<file path="src/sv/rhcw_pkg.sv">
package rhcw_pkg;

  localparam int unsigned CHAN_W = 8;
  localparam int unsigned SUM_W  = CHAN_W + 1;

  // Hue division: 40 * |delta| / (max - min), quotient at most 40.
  localparam int unsigned HUE_NUM_W = 14;
  localparam int unsigned HUE_DEN_W = CHAN_W;
  localparam int unsigned HUE_Q_W   = 6;

  // Saturation division: (max - min) * 240 / den, quotient at most 240.
  localparam int unsigned SAT_NUM_W = 16;
  localparam int unsigned SAT_DEN_W = SUM_W;
  localparam int unsigned SAT_Q_W   = 8;

  // Quotient bits resolved by each divider stage, and the number of such stages.
  localparam int unsigned DIV_STEPS  = 2;
  localparam int unsigned DIV_STAGES = 4;
  localparam int unsigned NUM_STAGES = DIV_STAGES + 2;

  localparam logic [CHAN_W-1:0] SCALE     = 8'd240;
  localparam logic [CHAN_W-1:0] HUE_GREEN = 8'd80;
  localparam logic [CHAN_W-1:0] HUE_BLUE  = 8'd160;

  // floor(S * 240 / 510) = floor(S * 8 / 17) = (S * 7711) >> 14 for S up to 510.
  localparam int unsigned        LUM_RECIP_W = 13;
  localparam logic [12:0]        LUM_RECIP   = 13'd7711;
  localparam int unsigned        LUM_PROD_W  = SUM_W + LUM_RECIP_W;
  localparam int unsigned        LUM_SHIFT   = 14;

  // Luminance <= 120 exactly when S <= 257, and luminance is 0 exactly when S <= 2.
  localparam logic [SUM_W-1:0] SUM_DARK_MAX = 9'd257;
  localparam logic [SUM_W-1:0] SUM_ZERO_MAX = 9'd2;
  localparam logic [SUM_W-1:0] SUM_FULL     = 9'd510;

  localparam int unsigned CFG_IDX_W = 3;

  typedef enum logic [CFG_IDX_W-1:0] {
    CFG_HUE_LOW  = 3'd0,
    CFG_HUE_HIGH = 3'd1,
    CFG_SAT_LOW  = 3'd2,
    CFG_SAT_HIGH = 3'd3,
    CFG_LUM_LOW  = 3'd4,
    CFG_LUM_HIGH = 3'd5
  } rhcw_cfg_e;

  typedef enum logic [1:0] {
    SEC_GRAY  = 2'd0,
    SEC_RED   = 2'd1,
    SEC_GREEN = 2'd2,
    SEC_BLUE  = 2'd3
  } rhcw_sector_e;

  typedef struct packed {
    logic [HUE_NUM_W-1:0] h_rem;
    logic [HUE_DEN_W-1:0] h_den;
    logic [HUE_Q_W-1:0]   h_quo;
    logic                 h_neg;
    rhcw_sector_e         sector;
    logic [SAT_NUM_W-1:0] s_rem;
    logic [SAT_DEN_W-1:0] s_den;
    logic [SAT_Q_W-1:0]   s_quo;
    logic                 s_zero;
    logic [CHAN_W-1:0]    lum;
  } rhcw_pipe_t;

  typedef struct packed {
    logic [CHAN_W-1:0] hue_low;
    logic [CHAN_W-1:0] hue_high;
    logic [CHAN_W-1:0] sat_low;
    logic [CHAN_W-1:0] sat_high;
    logic [CHAN_W-1:0] lum_low;
    logic [CHAN_W-1:0] lum_high;
  } rhcw_window_t;

  typedef struct packed {
    logic [CHAN_W-1:0] hue;
    logic [CHAN_W-1:0] saturation;
    logic [CHAN_W-1:0] luminance;
    logic              in_window;
  } rhcw_result_t;

endpackage

</file>
<file path="src/sv/rgb_to_hsl_color_window_match.sv">
// Converts one 8-bit RGB pixel per clock, while in_stall_o is low, into hue,
// saturation and luminance on a 0..240 scale and flags whether all three lie
// strictly inside the six programmed bounds. The block is a six-stage pipeline:
// one front stage finds max, min and luminance, four divider stages resolve
// two quotient bits of the hue and saturation divisions each, and a final
// stage forms the result and holds it in the output register. out_stall_i
// holds the pipeline, and empty stages still fill while the output waits.
// Bounds are written through the cfg port; the user must write them only
// while no item is in flight, which the block does not enforce. Index 0..5
// selects hue_low, hue_high, sat_low, sat_high, lum_low, lum_high; others are ignored.
module rgb_to_hsl_color_window_match (
  input  logic                                clk_i,
  input  logic                                rst_ni,
  input  logic                                in_valid_i,
  output logic                                in_stall_o,
  input  logic [rhcw_pkg::CHAN_W-1:0]         red_i,
  input  logic [rhcw_pkg::CHAN_W-1:0]         green_i,
  input  logic [rhcw_pkg::CHAN_W-1:0]         blue_i,
  output logic                                out_valid_o,
  input  logic                                out_stall_i,
  output logic [rhcw_pkg::CHAN_W-1:0]         hue_o,
  output logic [rhcw_pkg::CHAN_W-1:0]         saturation_o,
  output logic [rhcw_pkg::CHAN_W-1:0]         luminance_o,
  output logic                                in_window_o,
  input  logic                                cfg_we_i,
  input  logic [rhcw_pkg::CFG_IDX_W-1:0]      cfg_index_i,
  input  logic [rhcw_pkg::CHAN_W-1:0]         cfg_data_i
);

  localparam int unsigned NStg = rhcw_pkg::NUM_STAGES;

  rhcw_pkg::rhcw_window_t win_q;
  rhcw_pkg::rhcw_result_t res;
  rhcw_pkg::rhcw_pipe_t   pipe [rhcw_pkg::DIV_STAGES+1];
  logic [NStg-1:0]        vld;
  logic [NStg-1:0]        rdy;

  always_ff @(posedge clk_i or negedge rst_ni) begin
    if (!rst_ni) begin
      win_q.hue_low  <= '0;
      win_q.hue_high <= '1;
      win_q.sat_low  <= '0;
      win_q.sat_high <= '1;
      win_q.lum_low  <= '0;
      win_q.lum_high <= '1;
    end else if (cfg_we_i) begin
      case (cfg_index_i)
        rhcw_pkg::CFG_HUE_LOW:  win_q.hue_low  <= cfg_data_i;
        rhcw_pkg::CFG_HUE_HIGH: win_q.hue_high <= cfg_data_i;
        rhcw_pkg::CFG_SAT_LOW:  win_q.sat_low  <= cfg_data_i;
        rhcw_pkg::CFG_SAT_HIGH: win_q.sat_high <= cfg_data_i;
        rhcw_pkg::CFG_LUM_LOW:  win_q.lum_low  <= cfg_data_i;
        rhcw_pkg::CFG_LUM_HIGH: win_q.lum_high <= cfg_data_i;
        default: ;
      endcase
    end
  end

  // A stage may load when it is empty or when the stage after it moves on.
  always_comb begin
    rdy[NStg-1] = !vld[NStg-1] || !out_stall_i;
    for (int k = int'(NStg) - 2; k >= 0; k--) begin
      rdy[k] = !vld[k] || rdy[k+1];
    end
  end

  assign in_stall_o = !rdy[0];

  rhcw_front u_front (
    .clk_i   (clk_i),
    .rst_ni  (rst_ni),
    .en_i    (rdy[0]),
    .valid_i (in_valid_i),
    .red_i   (red_i),
    .green_i (green_i),
    .blue_i  (blue_i),
    .valid_o (vld[0]),
    .data_o  (pipe[0])
  );

  for (genvar k = 0; k < int'(rhcw_pkg::DIV_STAGES); k++) begin : g_div
    rhcw_div_stage #(
      .STAGE (k)
    ) u_div (
      .clk_i   (clk_i),
      .rst_ni  (rst_ni),
      .en_i    (rdy[k+1]),
      .valid_i (vld[k]),
      .data_i  (pipe[k]),
      .valid_o (vld[k+1]),
      .data_o  (pipe[k+1])
    );
  end

  rhcw_back u_back (
    .clk_i    (clk_i),
    .rst_ni   (rst_ni),
    .en_i     (rdy[NStg-1]),
    .valid_i  (vld[NStg-2]),
    .data_i   (pipe[rhcw_pkg::DIV_STAGES]),
    .window_i (win_q),
    .valid_o  (vld[NStg-1]),
    .res_o    (res)
  );

  assign out_valid_o  = vld[NStg-1];
  assign hue_o        = res.hue;
  assign saturation_o = res.saturation;
  assign luminance_o  = res.luminance;
  assign in_window_o  = res.in_window;

`ifndef SYNTHESIS
  a_range: assert property (@(posedge clk_i) disable iff (!rst_ni)
    out_valid_o |-> (hue_o <= rhcw_pkg::SCALE) && (saturation_o <= rhcw_pkg::SCALE) &&
                    (luminance_o <= rhcw_pkg::SCALE))
    else $error("result outside 0..240");

  a_window: assert property (@(posedge clk_i) disable iff (!rst_ni)
    (out_valid_o && in_window_o) |-> (hue_o > win_q.hue_low) && (hue_o < win_q.hue_high) &&
                                     (saturation_o > win_q.sat_low) &&
                                     (saturation_o < win_q.sat_high) &&
                                     (luminance_o > win_q.lum_low) &&
                                     (luminance_o < win_q.lum_high))
    else $error("window flag set outside the bounds");

  a_enter: assert property (@(posedge clk_i) disable iff (!rst_ni)
    (in_valid_i && !in_stall_o) |=> vld[0])
    else $error("accepted item did not enter the first stage");

  a_full: assert property (@(posedge clk_i) disable iff (!rst_ni)
    ((&vld) && out_stall_i) |-> in_stall_o)
    else $error("input taken while the pipeline is full and held");

  a_dark: assert property (@(posedge clk_i) disable iff (!rst_ni)
    (out_valid_o && (luminance_o == '0)) |-> (saturation_o == '0))
    else $error("saturation set on a black pixel");
`endif

endmodule

</file>
<file path="src/sv/rhcw_front.sv">
module rhcw_front (
  input  logic                                clk_i,
  input  logic                                rst_ni,
  input  logic                                en_i,
  input  logic                                valid_i,
  input  logic [rhcw_pkg::CHAN_W-1:0]         red_i,
  input  logic [rhcw_pkg::CHAN_W-1:0]         green_i,
  input  logic [rhcw_pkg::CHAN_W-1:0]         blue_i,
  output logic                                valid_o,
  output rhcw_pkg::rhcw_pipe_t                data_o
);

  logic                                 valid_q;
  rhcw_pkg::rhcw_pipe_t                 data_d, data_q;
  logic [rhcw_pkg::CHAN_W-1:0]          hi, lo, diff, mag;
  logic [rhcw_pkg::SUM_W-1:0]           sum, den;
  logic                                 neg;
  rhcw_pkg::rhcw_sector_e               sector;
  logic [rhcw_pkg::LUM_PROD_W-1:0]      lum_prod;

  always_comb begin
    hi = red_i;
    if (green_i > hi) hi = green_i;
    if (blue_i > hi) hi = blue_i;
    lo = red_i;
    if (green_i < lo) lo = green_i;
    if (blue_i < lo) lo = blue_i;
    diff = hi - lo;
    sum  = {1'b0, hi} + {1'b0, lo};

    // Ties go to red first, then green, as the hue sectors are defined.
    if (diff == '0) begin
      sector = rhcw_pkg::SEC_GRAY;
      neg    = 1'b0;
      mag    = '0;
    end else if (hi == red_i) begin
      sector = rhcw_pkg::SEC_RED;
      neg    = green_i < blue_i;
      mag    = neg ? blue_i - green_i : green_i - blue_i;
    end else if (hi == green_i) begin
      sector = rhcw_pkg::SEC_GREEN;
      neg    = blue_i < red_i;
      mag    = neg ? red_i - blue_i : blue_i - red_i;
    end else begin
      sector = rhcw_pkg::SEC_BLUE;
      neg    = red_i < green_i;
      mag    = neg ? green_i - red_i : red_i - green_i;
    end

    den = (sum <= rhcw_pkg::SUM_DARK_MAX) ? sum : rhcw_pkg::SUM_FULL - sum;
    lum_prod = rhcw_pkg::LUM_PROD_W'(sum) * rhcw_pkg::LUM_PROD_W'(rhcw_pkg::LUM_RECIP);

    data_d.h_rem  = (rhcw_pkg::HUE_NUM_W'(mag) << 5) + (rhcw_pkg::HUE_NUM_W'(mag) << 3);
    data_d.h_den  = diff;
    data_d.h_quo  = '0;
    data_d.h_neg  = neg;
    data_d.sector = sector;
    data_d.s_rem  = (rhcw_pkg::SAT_NUM_W'(diff) << 8) - (rhcw_pkg::SAT_NUM_W'(diff) << 4);
    data_d.s_den  = den;
    data_d.s_quo  = '0;
    data_d.s_zero = (diff == '0) || (sum <= rhcw_pkg::SUM_ZERO_MAX) || (den == '0);
    data_d.lum    = lum_prod[rhcw_pkg::LUM_SHIFT +: rhcw_pkg::CHAN_W];
  end

  always_ff @(posedge clk_i or negedge rst_ni) begin
    if (!rst_ni) begin
      valid_q <= 1'b0;
    end else if (en_i) begin
      valid_q <= valid_i;
    end
  end

  always_ff @(posedge clk_i) begin
    if (en_i) begin
      data_q <= data_d;
    end
  end

  assign valid_o = valid_q;
  assign data_o  = data_q;

endmodule

</file>
<file path="src/sv/rhcw_div_stage.sv">
module rhcw_div_stage #(
  parameter int unsigned STAGE = 0
) (
  input  logic                 clk_i,
  input  logic                 rst_ni,
  input  logic                 en_i,
  input  logic                 valid_i,
  input  rhcw_pkg::rhcw_pipe_t data_i,
  output logic                 valid_o,
  output rhcw_pkg::rhcw_pipe_t data_o
);

  localparam int HueTop = int'(rhcw_pkg::HUE_Q_W) - 1 - int'(STAGE * rhcw_pkg::DIV_STEPS);
  localparam int SatTop = int'(rhcw_pkg::SAT_Q_W) - 1 - int'(STAGE * rhcw_pkg::DIV_STEPS);

  logic                 valid_q;
  rhcw_pkg::rhcw_pipe_t data_d, data_q;
  logic [rhcw_pkg::HUE_NUM_W-1:0] h_cmp;
  logic [rhcw_pkg::SAT_NUM_W-1:0] s_cmp;

  // Restoring division: each step tries the divisor shifted to the current
  // quotient bit and shifts the outcome into the quotient.
  always_comb begin
    data_d = data_i;
    h_cmp  = '0;
    s_cmp  = '0;
    for (int j = 0; j < int'(rhcw_pkg::DIV_STEPS); j++) begin
      if (HueTop - j >= 0) begin
        h_cmp = rhcw_pkg::HUE_NUM_W'(data_d.h_den) << (HueTop - j);
        if (data_d.h_rem >= h_cmp) begin
          data_d.h_rem = data_d.h_rem - h_cmp;
          data_d.h_quo = {data_d.h_quo[rhcw_pkg::HUE_Q_W-2:0], 1'b1};
        end else begin
          data_d.h_quo = {data_d.h_quo[rhcw_pkg::HUE_Q_W-2:0], 1'b0};
        end
      end
      if (SatTop - j >= 0) begin
        s_cmp = rhcw_pkg::SAT_NUM_W'(data_d.s_den) << (SatTop - j);
        if (data_d.s_rem >= s_cmp) begin
          data_d.s_rem = data_d.s_rem - s_cmp;
          data_d.s_quo = {data_d.s_quo[rhcw_pkg::SAT_Q_W-2:0], 1'b1};
        end else begin
          data_d.s_quo = {data_d.s_quo[rhcw_pkg::SAT_Q_W-2:0], 1'b0};
        end
      end
    end
  end

  always_ff @(posedge clk_i or negedge rst_ni) begin
    if (!rst_ni) begin
      valid_q <= 1'b0;
    end else if (en_i) begin
      valid_q <= valid_i;
    end
  end

  always_ff @(posedge clk_i) begin
    if (en_i) begin
      data_q <= data_d;
    end
  end

  assign valid_o = valid_q;
  assign data_o  = data_q;

endmodule

</file>
<file path="src/sv/rhcw_back.sv">
module rhcw_back (
  input  logic                   clk_i,
  input  logic                   rst_ni,
  input  logic                   en_i,
  input  logic                   valid_i,
  input  rhcw_pkg::rhcw_pipe_t   data_i,
  input  rhcw_pkg::rhcw_window_t window_i,
  output logic                   valid_o,
  output rhcw_pkg::rhcw_result_t res_o
);

  logic                        valid_q;
  rhcw_pkg::rhcw_result_t      res_d, res_q;
  logic [rhcw_pkg::CHAN_W-1:0] quo;

  // Every hue and saturation value formed here already lies within 0..240,
  // so no clamping is needed.
  always_comb begin
    quo = rhcw_pkg::CHAN_W'(data_i.h_quo);
    case (data_i.sector)
      rhcw_pkg::SEC_RED: begin
        res_d.hue = data_i.h_neg ? rhcw_pkg::SCALE - quo : quo;
      end
      rhcw_pkg::SEC_GREEN: begin
        res_d.hue = data_i.h_neg ? rhcw_pkg::HUE_GREEN - quo : rhcw_pkg::HUE_GREEN + quo;
      end
      rhcw_pkg::SEC_BLUE: begin
        res_d.hue = data_i.h_neg ? rhcw_pkg::HUE_BLUE - quo : rhcw_pkg::HUE_BLUE + quo;
      end
      default: begin
        res_d.hue = '0;
      end
    endcase
    res_d.saturation = data_i.s_zero ? '0 : data_i.s_quo;
    res_d.luminance  = data_i.lum;
    res_d.in_window  = (res_d.hue > window_i.hue_low) && (res_d.hue < window_i.hue_high) &&
                       (res_d.saturation > window_i.sat_low) &&
                       (res_d.saturation < window_i.sat_high) &&
                       (res_d.luminance > window_i.lum_low) &&
                       (res_d.luminance < window_i.lum_high);
  end

  always_ff @(posedge clk_i or negedge rst_ni) begin
    if (!rst_ni) begin
      valid_q <= 1'b0;
    end else if (en_i) begin
      valid_q <= valid_i;
    end
  end

  always_ff @(posedge clk_i) begin
    if (en_i) begin
      res_q <= res_d;
    end
  end

  assign valid_o = valid_q;
  assign res_o   = res_q;

endmodule

</file>
<file path="config.mk">
export PLATFORM = sky130hd
export DESIGN_NAME = rgb_to_hsl_color_window_match
export DESIGN_NICKNAME = d
export VERILOG_FILES = /design/src/sv/rhcw_pkg.sv /design/src/sv/rgb_to_hsl_color_window_match.sv /design/src/sv/rhcw_front.sv /design/src/sv/rhcw_div_stage.sv /design/src/sv/rhcw_back.sv
export SDC_FILE = /design/constraint.sdc
export NUM_CORES = 1
export LEC_CHECK = 0
export BUFFER_PORTS_ARGS = -buffer_cell sky130_fd_sc_hd__buf_2
export CORE_ASPECT_RATIO = 0.8
export CORE_MARGIN = 8
export CORE_UTILIZATION = 41
export CTS_BUF_LIST = sky130_fd_sc_hd__clkbuf_8 sky130_fd_sc_hd__clkbuf_16
export CTS_CLUSTER_SIZE = 12
export DETAILED_ROUTE_END_ITERATION = 8
export PLACE_DENSITY_LB_ADDON = 0.08
export SLEW_MARGIN = 10
export SYNTH_ARGS = -nofsm -noshare
export SYNTH_HDL_FRONTEND = slang
export SYNTH_SLANG_ARGS = --single-unit
</file>
<file path="constraint.sdc">
create_clock -name clk_i -period 4.7 [get_ports clk_i]
set_input_delay 0.705 -clock clk_i [delete_from_list [all_inputs] [get_ports clk_i]]
set_output_delay 0.705 -clock clk_i [all_outputs]
set_load 0.1 [all_outputs]
</file>
; Word-level counts from Yosys, hierarchy flattened
; Index checks and enable logic that the tools add are counted.
[totals]
inputBits = 40
wordCells = 204
out_inout_bits = 27
reg_bits = 343
[classes]
multipliers = 1
n_reduce_logical = 31
eq_ne = 10
add_sub_neg = 28
order_cmp = 29
mux = 46
[ops]
columns = operator, n
row1 = two-way mux 16 bit, 7
row2 = two-way mux 8 bit, 14
row3 = two-way mux 14 bit, 5
row4 = less-than comparator 8 bit, 8
row5 = subtractor 8 bit, 7
row6 = > comparator 8 bit, 5
row7 = subtractor 16 x 12 -> 16 bit, 2
row8 = case mux 8 bit (3 select lines), 1
row9 = "multiplier 9 x 13 -> 22 bit, second input constant", 1
row10 = two-way mux 1 bit, 18
row11 = equality test 8 bit, 2
row12 = >= comparator 16 x 10 -> 1 bit, 1
row13 = >= comparator 16 x 11 -> 1 bit, 1
row14 = >= comparator 16 x 12 -> 1 bit, 1
row15 = >= comparator 16 x 13 -> 1 bit, 1
row16 = >= comparator 16 x 14 -> 1 bit, 1
row17 = >= comparator 16 x 15 -> 1 bit, 1
row18 = >= comparator 16 bit, 1
row19 = >= comparator 16 x 9 -> 1 bit, 1
row20 = subtractor 16 x 10 -> 16 bit, 1
row21 = subtractor 16 x 11 -> 16 bit, 1
row22 = subtractor 16 x 13 -> 16 bit, 1
row23 = subtractor 16 x 14 -> 16 bit, 1
row24 = subtractor 16 x 15 -> 16 bit, 1
row25 = other kinds (36), 62

; Depth between registers and ports, before layout
; Gate-level depths: netlist (run 1).
[depth]
word_depth = 9
depth_mapped = 42
ltp_nobuf = 42

; Modules after synthesis
; A second synthesis (run 1) with hierarchy kept.
[unflattened]
cells_unflattened = 2728
area_unflattened_um2 = 29794.8
[modules_own_cells]
columns = module, instances, seq_area_each_um2, cells_each, area_per_inst_um2
row1 = rhcw_front, 1, 1526.5, 900, 8226.6
row2 = rhcw_div_stage (g_div[2].u_div), 1, 2217.1, 431, 4834.6
row3 = rhcw_div_stage (g_div[1].u_div), 1, 2217.1, 410, 4516.8
row4 = rhcw_div_stage (g_div[0].u_div), 1, 2217.1, 345, 4260.3
row5 = rhcw_div_stage (g_div[3].u_div), 1, 2217.1, 280, 3716.1
row6 = rhcw_back, 1, 775.7, 247, 2332.2
row7 = rgb_to_hsl_color_window_match, 1, 1231.2, 115, 1908.1

; Least setup slack after synthesis (run 1)
; OpenSTA, ideal clock, no wires.
[synth_path]
path_type = input to register
from = input red_i[5] in the netlist's numbering
to = register u_front.data_q, in the netlist u_front.data_o[6] (data pin)
setup_time_ns = 0.258
setup_slack_ns = -5.370
required_time_ns = 4.442
stages = 36
n_path_buf = 3
arrival_time_ns = 9.812
cell_sequence = inv_1 ha_1 buf_2 a211oi_1 o21bai_1 o21ai_1 clkbuf_1 a21oi_1 ha_1 a21o_1 a221o_1 a21o_1 nand2_1 clkbuf_1 a21oi_1 fa_1 a21o_1 a21oi_1 o21ai_0 a21o_1 a21oi_1 inv_1 fa_1 inv_1 fa_1 inv_1 fa_1 fa_1 ha_1 a21o_1 a2111oi_0 o21bai_1 a31o_2 a211o_1 a21oi_1 xnor2_1
[synth_lines]
columns = element, line_no
row1 = start: declaration, rgb_to_hsl_color_window_match.sv:16  ; input logic [rhcw_pkg::CHAN_W-1:0] red_i,
row2 = end signal: assignment, rhcw_front.sv:75  ; data_q <= data_d;
row3 = end: declaration, rhcw_front.sv:14  ; rhcw_pkg::rhcw_pipe_t data_d, data_q;

==> flow_metrics.env, run 1 <==
export IMPL_utilization_pct=55.3
export IMPL_dr_first_iter_drc_count=1161
export IMPL_fin_crit_sh_pct=178
export IMPL_drive_gt1_share_pct=33.5
export IMPL_place_area_um2=29300
export IMPL_cp_end_kind="flip-flop"
export IMPL_remaining_drc_errors=0
export IMPL_wl_um=68200
export IMPL_dr_total_vias=20101
export IMPL_critPathMostFrequentCell="a21o_1"
export IMPL_r2r_slack_ns=0.17
export IMPL_dr_pass1_iters=7
export IMPL_setup_ws_ns=-3.68
export IMPL_die_area_um2=68000
export IMPL_violations="negative setup slack"
export IMPL_slew_viol_final=0
export IMPL_synth_cell_area_um2=24500
export IMPL_worstReg2RegEnd="g_div[0].u_div.data_o[65]"
export IMPL_ys_flop_type="edfxtp_1"
export IMPL_grt_setup_unrepaired="yes"
export IMPL_ys_types=90
export IMPL_cts_tree="built"
export IMPL_cts_sinks=316
export IMPL_syn_avg_cell_area_um2=10.0
export IMPL_std_cell_rows=80
export IMPL_place_congestion=0.907
export IMPL_crit_fanout=7
export IMPL_hp_class="in -> async"
export IMPL_crit_required_ns=5.01
export IMPL_syn_to_final_growth_pct=33.8
export IMPL_grt_pass1_vias=20161
export IMPL_wire_per_inst_um=17.7
export IMPL_path_buf_inv=8
export IMPL_met3_usage_pct=2.53
export IMPL_synthCells=2451
export IMPL_register_area_um2=9250
export IMPL_cp_slowest_cell="fa_1"
export IMPL_synth_edf_count=262
export IMPL_dp_hpwl_um=53600
export IMPL_crit_family="compound AO/OA/AOI/OAI gates"
export IMPL_path_class="in -> reg"
export IMPL_endpoint="u_front.data_o[6]"
export IMPL_postRouteAntennaNets=0
export IMPL_drv_cap=0
export IMPL_coreArea_um2=59400
export IMPL_reg2reg_from="u_front.data_o[52]"
export IMPL_h_tree_depth=2
export IMPL_critPathArrivalTime_ns=8.69
export IMPL_clock_fmax_mhz=119
export IMPL_crit_path_start_kind="input pin"
export IMPL_grt_antenna_before_repair=1
export IMPL_use_met1_pct=27.1
export IMPL_gr_usage_all_layers_pct=19.4
export IMPL_layout_commonest_cell="buf_4"
export IMPL_ys_warnings_count=0
export IMPL_slowest_delay_ns=0.59
export IMPL_path_clk_slew_ns=0.06
export IMPL_relSlewSlack_pct=43.4
export IMPL_setup_viol=41
export IMPL_grt_use_met2_pct=31.2
export IMPL_worstMarginPinSlew_ns=0.841
export IMPL_antenna_cells=0
export IMPL_r2r_cells=22
export IMPL_routed_via_density=5.21
export IMPL_portBuffers=66
export IMPL_grt_busiest_layer="met2"
export IMPL_fillerInstances=5250
export IMPL_finalInstanceArea_um2=32800
export IMPL_die_x_um=289
export IMPL_setup_tns_ns=-70.40
export IMPL_grt_max_degree=55
export IMPL_syn_nets=2852
export IMPL_multiInputGateArea_um2=15600
export IMPL_grt_pass1_wl_um=107000
export IMPL_ys_ff_latch=316
export IMPL_insertion_delay_ns=0.56
export IMPL_clk_root_buffer_cell="clkbuf_16"
export IMPL_clk_path_buf_depth=3
export IMPL_hold_viol=0
export IMPL_start_util_pct=41.3
export IMPL_cts_hold_buf=0
export IMPL_ios=67
export IMPL_worst_clock_skew_ns=0.0259
export IMPL_final_cell_mix="buf_4, inv_1, ha_1, edfxtp_1, nand2_1"
export IMPL_status="finished, violations left"
export IMPL_async_flop_share_pct=17.1
export IMPL_die_h_um=235
export IMPL_synth_seq_area_share_pct=37.7
export IMPL_grt_ovfl_total=0
export IMPL_cts_buffers_inserted=39
export IMPL_min_period_ns=8.38
export IMPL_cp_startpoint="green_i[0]"
export IMPL_crit_cells=40
export IMPL_fin_nets=3450
state kept, by name (all words and copies together), names as in the netlist:
| signal | count |
|---|---|
| g_div.u_div.valid_o | 4 |
| u_front.valid_o | 1 |
| u_back.valid_o | 1 |
| u_front.data_o | 50 |
| g_div.u_div.data_o | 187 |
| win_q | 48 |
| u_back.res_o | 25 |
cell usage after synthesis, drive strengths merged, types with 48 or more instances:
cell type	number	area share (%)
nor2b	48	1.2
edfxtp	262	32
nand2	166	2.5
ha	311	16
nand3	49	1.0
nor2	153	2.4
fa	50	4.1
a21oi	155	3.2
mux2	83	3.8
xnor2	91	3.2
inv	313	4.8
mux2i	48	2.0
o21ai	167	3.4
worst register-to-register path: cells and delay by family, from the launching register on:
family	cells	cell delay [ns]
compound gates	11	1.71
flops	1	0.45
buf+inv	2	0.28
fa+ha+maj	2	0.45
mux	2	0.66
simple gates	5	0.70
stage by stage:
stage / worst slack [ns] / hold slack, ns / instances
6_report: -3.68 / 0.311 / 3858
5_1_grt: -3.91 / 0.363 / 3858
4_1_cts: -3.48 / 0.315 / 3809
3_5_place_dp: -4.41 / 0.405 / 3693
3_3_place_gp: -4.11 / 0.401 / 3693
2_1_floorplan: -4.06 / 0.400 / 2451
layer usage:
layer | vias to the layer above | share of wire [%] | wire length (um)
met4 | 0 | 2.7 | 1830
met1 | 9673 | 47 | 32200
met5 | - | 0 | 0
li1 | 9961 | - | -
met2 | 360 | 46 | 31300
met3 | 107 | 4.2 | 2840
how the worst min path moves through the flow:
stage / from / cells past startpoint / to
2_1_floorplan: u_front.data_o[0] / 0 / g_div[0].u_div.data_o[0]
3_3_place_gp: g_div[2].u_div.data_o[47] / 0 / g_div[3].u_div.data_o[47]
3_5_place_dp: u_front.data_o[42] / 0 / g_div[0].u_div.data_o[42]
4_1_cts: rst_ni / 2 / win_q[13]
5_1_grt: rst_ni / 2 / u_front.valid_o
6_report: rst_ni / 2 / win_q[31]
cells by family after synthesis:
family / after synthesis / share of synthesized area [%]
simple gates: 603 / 12.1
buf+inv: 345 / 5.37
fa+ha+maj: 362 / 20.0
mux: 131 / 5.78
compound gates: 561 / 14.4
flops: 316 / 37.7
xor+xnor: 133 / 4.75
layout make-up:
class / count / area share (%)
Clock buffer: 42 / 3.17
Clock inverter: 29 / 0.598
Inverter: 313 / 3.67
Multi-Input combinational cell: 1790 / 47.5
Sequential cell: 316 / 28.2
Tap cell: 779 / 2.97
Timing Repair Buffer: 589 / 13.9
timing repair:
item                                    in CTS  in global routing
resized for setup                          145                230
buffers inserted                            58                 81
hold endpoints to repair                     0                  0
endpoints found under the setup margin      88                108
gates cloned                                 0                  0
pin swaps                                   60                125
Power of run 1 is left out: the tool's default activity adds up to more than one toggle a clock period on the data nets, which glitch-free logic cannot reach.
==> run 2, diff against run 1 <==
Settings changed: BUFFER_PORTS_ARGS -buffer_cell sky130_fd_sc_hd__buf_2 to -buffer_cell sky130_fd_sc_hd__clkbuf_2.
==> flow_metrics.env, run 2 (synthesized netlist as in run 1, its figures left out) <==
export IMPL_clk_path_buf_depth=3
export IMPL_clk_root_buffer_cell="clkbuf_16"
export IMPL_worst_clock_skew_ns=0.0180
export IMPL_dp_cells=3701
export IMPL_die_h_um=235
export IMPL_crit_fanout=7
export IMPL_utilization_pct=55.0
export IMPL_std_cell_rows=80
export IMPL_cp_startpoint="green_i[0]"
export IMPL_dr_pass1_iters=5
export IMPL_grt_max_degree=55
export IMPL_grt_pass1_wl_um=107000
export IMPL_register_area_um2=9250
export IMPL_grt_antenna_before_repair=1
export IMPL_r2r_slack_ns=0.22
export IMPL_finalInstanceArea_um2=32600
export IMPL_worstMarginPinSlew_ns=0.815
export IMPL_whs_ns=0.318
export IMPL_insertion_delay_ns=0.55
export IMPL_crit_required_ns=4.99
export IMPL_setup_viol=42
export IMPL_gr_usage_all_layers_pct=19.4
export IMPL_drive_gt1_share_pct=32.4
export IMPL_crit_path_start_kind="input pin"
export IMPL_h_tree_depth=2
export IMPL_coreArea_um2=59400
export IMPL_wl_um=67800
export IMPL_slew_viol_final=0
export IMPL_status="finished, violations left"
export IMPL_start_util_pct=41.3
export IMPL_dp_hpwl_um=53900
export IMPL_r2r_cells=22
export IMPL_fin_crit_sh_pct=177
export IMPL_fillerInstances=5251
export IMPL_dr_total_vias=19943
export IMPL_syn_to_final_growth_pct=33.1
export IMPL_grt_use_met2_pct=31.8
export IMPL_ios=67
export IMPL_hold_viol=0
export IMPL_use_met1_pct=26.4
export IMPL_fin_nets=3464
export IMPL_cts_buffers_inserted=39
export IMPL_grt_setup_unrepaired="yes"
export IMPL_critPathMostFrequentCell="fa_2"
export IMPL_endpoint="u_front.data_o[4]"
export IMPL_cts_sinks=316
export IMPL_die_x_um=289
export IMPL_die_area_um2=68000
export IMPL_cts_tree="built"
export IMPL_wire_per_inst_um=17.5
export IMPL_place_area_um2=29400
export IMPL_routed_via_density=5.15
export IMPL_remaining_drc_errors=0
export IMPL_layout_commonest_cell="buf_4"
export IMPL_hp_class="in -> async"
export IMPL_grt_ovfl_total=0
export IMPL_largest_register_ffs=187
export IMPL_cp_end_kind="flip-flop"
export IMPL_portBuffers=66
export IMPL_met3_usage_pct=3.06
export IMPL_reg2reg_from="u_front.data_o[52]"
export IMPL_critPathArrivalTime_ns=8.59
export IMPL_clock_fmax_mhz=120
export IMPL_violations="negative setup slack"
export IMPL_drv_cap=0
export IMPL_path_class="in -> reg"
export IMPL_dr_first_iter_drc_count=991
export IMPL_final_cells=3874
export IMPL_slowest_delay_ns=0.58
export IMPL_place_congestion=0.905
export IMPL_multiInputGateArea_um2=15300
export IMPL_final_cell_mix="buf_4, inv_1, ha_1, edfxtp_1, nand2_1"
export IMPL_worstReg2RegEnd="g_div[0].u_div.data_o[70]"
export IMPL_relSlewSlack_pct=45.1
export IMPL_cp_slowest_cell="fa_2"
export IMPL_postRouteAntennaNets=0
export IMPL_setup_ws_ns=-3.60
export IMPL_min_period_ns=8.30
export IMPL_grt_pass1_vias=20306
export IMPL_path_clk_slew_ns=0.06
export IMPL_grt_busiest_layer="met2"
## run 2: cell types whose count changed in the layout (fill, tap and decap cells not counted), moves of 5 or more
cell	delta
buf_4	+35
bufinv_16	+5
clkbuf_2	+63
buf_6	-19
o21ai_1	+7
xnor2_2	-6
clkinvlp_4	+5
buf_2	-62
o21ai_2	-6
## run 2: critical path, delay by kind of cell
kind	cells	cell delay [ns]
AOI/OAI and AO/OA	17	3.06
xor gates and xnor gates	1	0.16
adders and majority gates	10	3.48
buffers and inverters	10	0.98
and+or+nand+nor	3	0.20
## run 2: area by class of cell
cell class                      count  area share (%)
Sequential cell                   316            28.3
Tap cell                          779            2.99
Clock inverter                     29           0.966
Antenna cell                        1         0.00766
Multi-Input combinational cell   1790            46.8
Timing Repair Buffer              603            14.0
Inverter                          313            3.69
Clock buffer                       43            3.23
## run 2: through the flow
stage | setup WS, ns | setup TNS [ns]
2_1_floorplan | -4.06 | -73.21
3_3_place_gp | -4.13 | -102.32
3_5_place_dp | -4.37 | -110.34
4_1_cts | -3.66 | -72.02
5_1_grt | -3.84 | -81.83
6_report | -3.60 | -71.63
## run 2: timing repair
item | in CTS | in global routing
resized for setup | 153 | 128
endpoints found under the setup margin | 90 | 107
hold buffers | 0 | 0
pin swaps | 71 | 95
setup buffers | 63 | 45
## run 2: metal layers
layer	vias to the layer above	routed length, um
met2	354	31200
met5	-	0
met1	9480	32200
met3	99	2720
li1	10010	-
met4	0	1690
## run 2: worst min path at each step
stage	end	slack (ns)	cells past startpoint
3_3_place_gp	g_div[3].u_div.data_o[43]	0.40	0
5_1_grt	win_q[28]	0.36	2
3_5_place_dp	g_div[1].u_div.data_o[8]	0.40	0
4_1_cts	win_q[10]	0.31	2
2_1_floorplan	g_div[0].u_div.data_o[0]	0.40	0
6_report	win_q[28]	0.32	2
Power of run 2 is left out for the same reason.
==> run 3, diff against run 2 <==
Settings changed: CORE_UTILIZATION 41 to 55.
==> flow_metrics.env, run 3 (synthesized netlist as in run 1, its figures left out) <==
export IMPL_ios=67
export IMPL_grt_setup_unrepaired="yes"
export IMPL_dr_first_iter_drc_count=1373
export IMPL_grt_max_degree=56
export IMPL_insertion_delay_ns=0.56
export IMPL_hp_class="in -> async"
export IMPL_clk_path_buf_depth=3
export IMPL_slew_viol_final=0
export IMPL_die_h_um=205
export IMPL_fillerInstances=3177
export IMPL_remaining_drc_errors=0
export IMPL_h_tree_depth=2
export IMPL_multiInputGateArea_um2=15500
export IMPL_wl_um=67000
export IMPL_worst_clock_skew_ns=0.0347
export IMPL_dp_hpwl_um=51900
export IMPL_dr_pass1_iters=6
export IMPL_drv_cap=0
export IMPL_crit_required_ns=4.98
export IMPL_final_cell_mix="buf_4, inv_1, ha_1, edfxtp_1, nand2_1"
export IMPL_min_period_ns=8.22
export IMPL_grt_antenna_before_repair=2
export IMPL_die_x_um=252
export IMPL_slowest_delay_ns=0.60
export IMPL_path_class="in -> reg"
export IMPL_drive_gt1_share_pct=32.4
export IMPL_fin_nets=3438
export IMPL_crit_family="adder cells"
export IMPL_cts_sinks=316
export IMPL_clock_fmax_mhz=122
export IMPL_cp_end_kind="flip-flop"
export IMPL_register_area_um2=9250
export IMPL_portBuffers=66
export IMPL_place_congestion=1.00
export IMPL_die_area_um2=51700
export IMPL_relSlewSlack_pct=17.9
export IMPL_cp_slowest_cell="fa_1"
export IMPL_setup_viol=42
export IMPL_grt_ovfl_total=0
export IMPL_cts_tree="built"
export IMPL_path_buf_inv=7
export IMPL_postRouteAntennaNets=0
export IMPL_std_cell_rows=69
export IMPL_crit_path_start_kind="input pin"
export IMPL_worstMarginPinSlew_ns=1.23
export IMPL_violations="negative setup slack"
export IMPL_coreArea_um2=44200
export IMPL_status="finished, violations left"
export IMPL_wire_per_inst_um=18.3
export IMPL_crit_fanout=7
export IMPL_hold_viol=0
export IMPL_whs_ns=0.279
export IMPL_start_util_pct=55.5
export IMPL_critPathArrivalTime_ns=8.50
export IMPL_largest_register_ffs=187
export IMPL_routed_via_density=5.55
export IMPL_antenna_cells=0
export IMPL_cts_buffers_inserted=35
export IMPL_grt_pass1_wl_um=105000
export IMPL_dr_total_vias=20325
export IMPL_syn_to_final_growth_pct=32.0
export IMPL_gr_usage_all_layers_pct=25.1
export IMPL_fin_crit_sh_pct=175
export IMPL_grt_pass1_vias=20164
export IMPL_layout_commonest_cell="buf_4"
export IMPL_clk_root_buffer_cell="clkbuf_16"
export IMPL_path_clk_slew_ns=0.06
export IMPL_setup_ws_ns=-3.52
## run 3: cell count changes in the layout (fill, tap and decap cells not counted), sizes merged, moves of 3 or more
cell,previous run,this run
clkinv,9,4
inv,322,330
buf,540,515
clkbuf,106,103
bufinv,6,1
clkinvlp,5,2
## run 3: repair_timing
action	in CTS	in global routing
hold buffers	0	0
endpoints found under the setup margin	89	104
pin swaps	83	125
buffers inserted	55	62
gates cloned	1	1
gates resized for setup	187	182
## run 3: path summary, 6_finish.rpt
path                       depth (start not counted)                   endpoint                      start  slack [ns]
max                                               39          u_front.data_o[6]                 green_i[0]       -3.52
min                                                2                  win_q[31]                     rst_ni        0.28
max reg2reg                                       22  g_div[0].u_div.data_o[65]         u_front.data_o[52]        0.11
min reg2reg                                        0  g_div[3].u_div.data_o[13]  g_div[2].u_div.data_o[11]        0.40
max in group asynchronous                          2                  win_q[40]                     rst_ni        3.93
min in group clk_i                                 0  g_div[3].u_div.data_o[13]  g_div[2].u_div.data_o[11]        0.40
## run 3: layer usage
layer / routed length, um / GRT usage [%] / vias up
met5: 26 / 0 / -
met4: 1940 / 7.76 / 4
met3: 3760 / 3.52 / 114
met2: 30700 / 40.9 / 554
met1: 30600 / 34.5 / 9695
li1: - / - / 9958
## run 3: layout make-up
class                   instances  area share [%]
clock buffers                  38            2.87
clock inverters                24           0.522
inverters                     313            3.74
multi-input cells            1791            48.0
flip-flops and latches        316            28.6
well taps                     603            2.33
repair buffers                580            14.0
## run 3: metrics by stage
| stage | instance area (um2) | cells | utilization, % | setup TNS [ns] | setup WS [ns] |
|---|---|---|---|---|---|
| finish | 32400 | 3665 | 73.3 | -65.97 | -3.52 |
| global route | 32400 | 3665 | 73.3 | -75.78 | -3.76 |
| CTS | 31200 | 3616 | 70.7 | -61.94 | -3.50 |
| detailed placement | 29000 | 3504 | 65.6 | -111.80 | -4.33 |
| global placement | 29000 | 3504 | 65.6 | -101.00 | -4.13 |
| floorplan | 24900 | 2451 | - | -73.21 | -4.06 |
Power of run 3 is left out for the same reason.
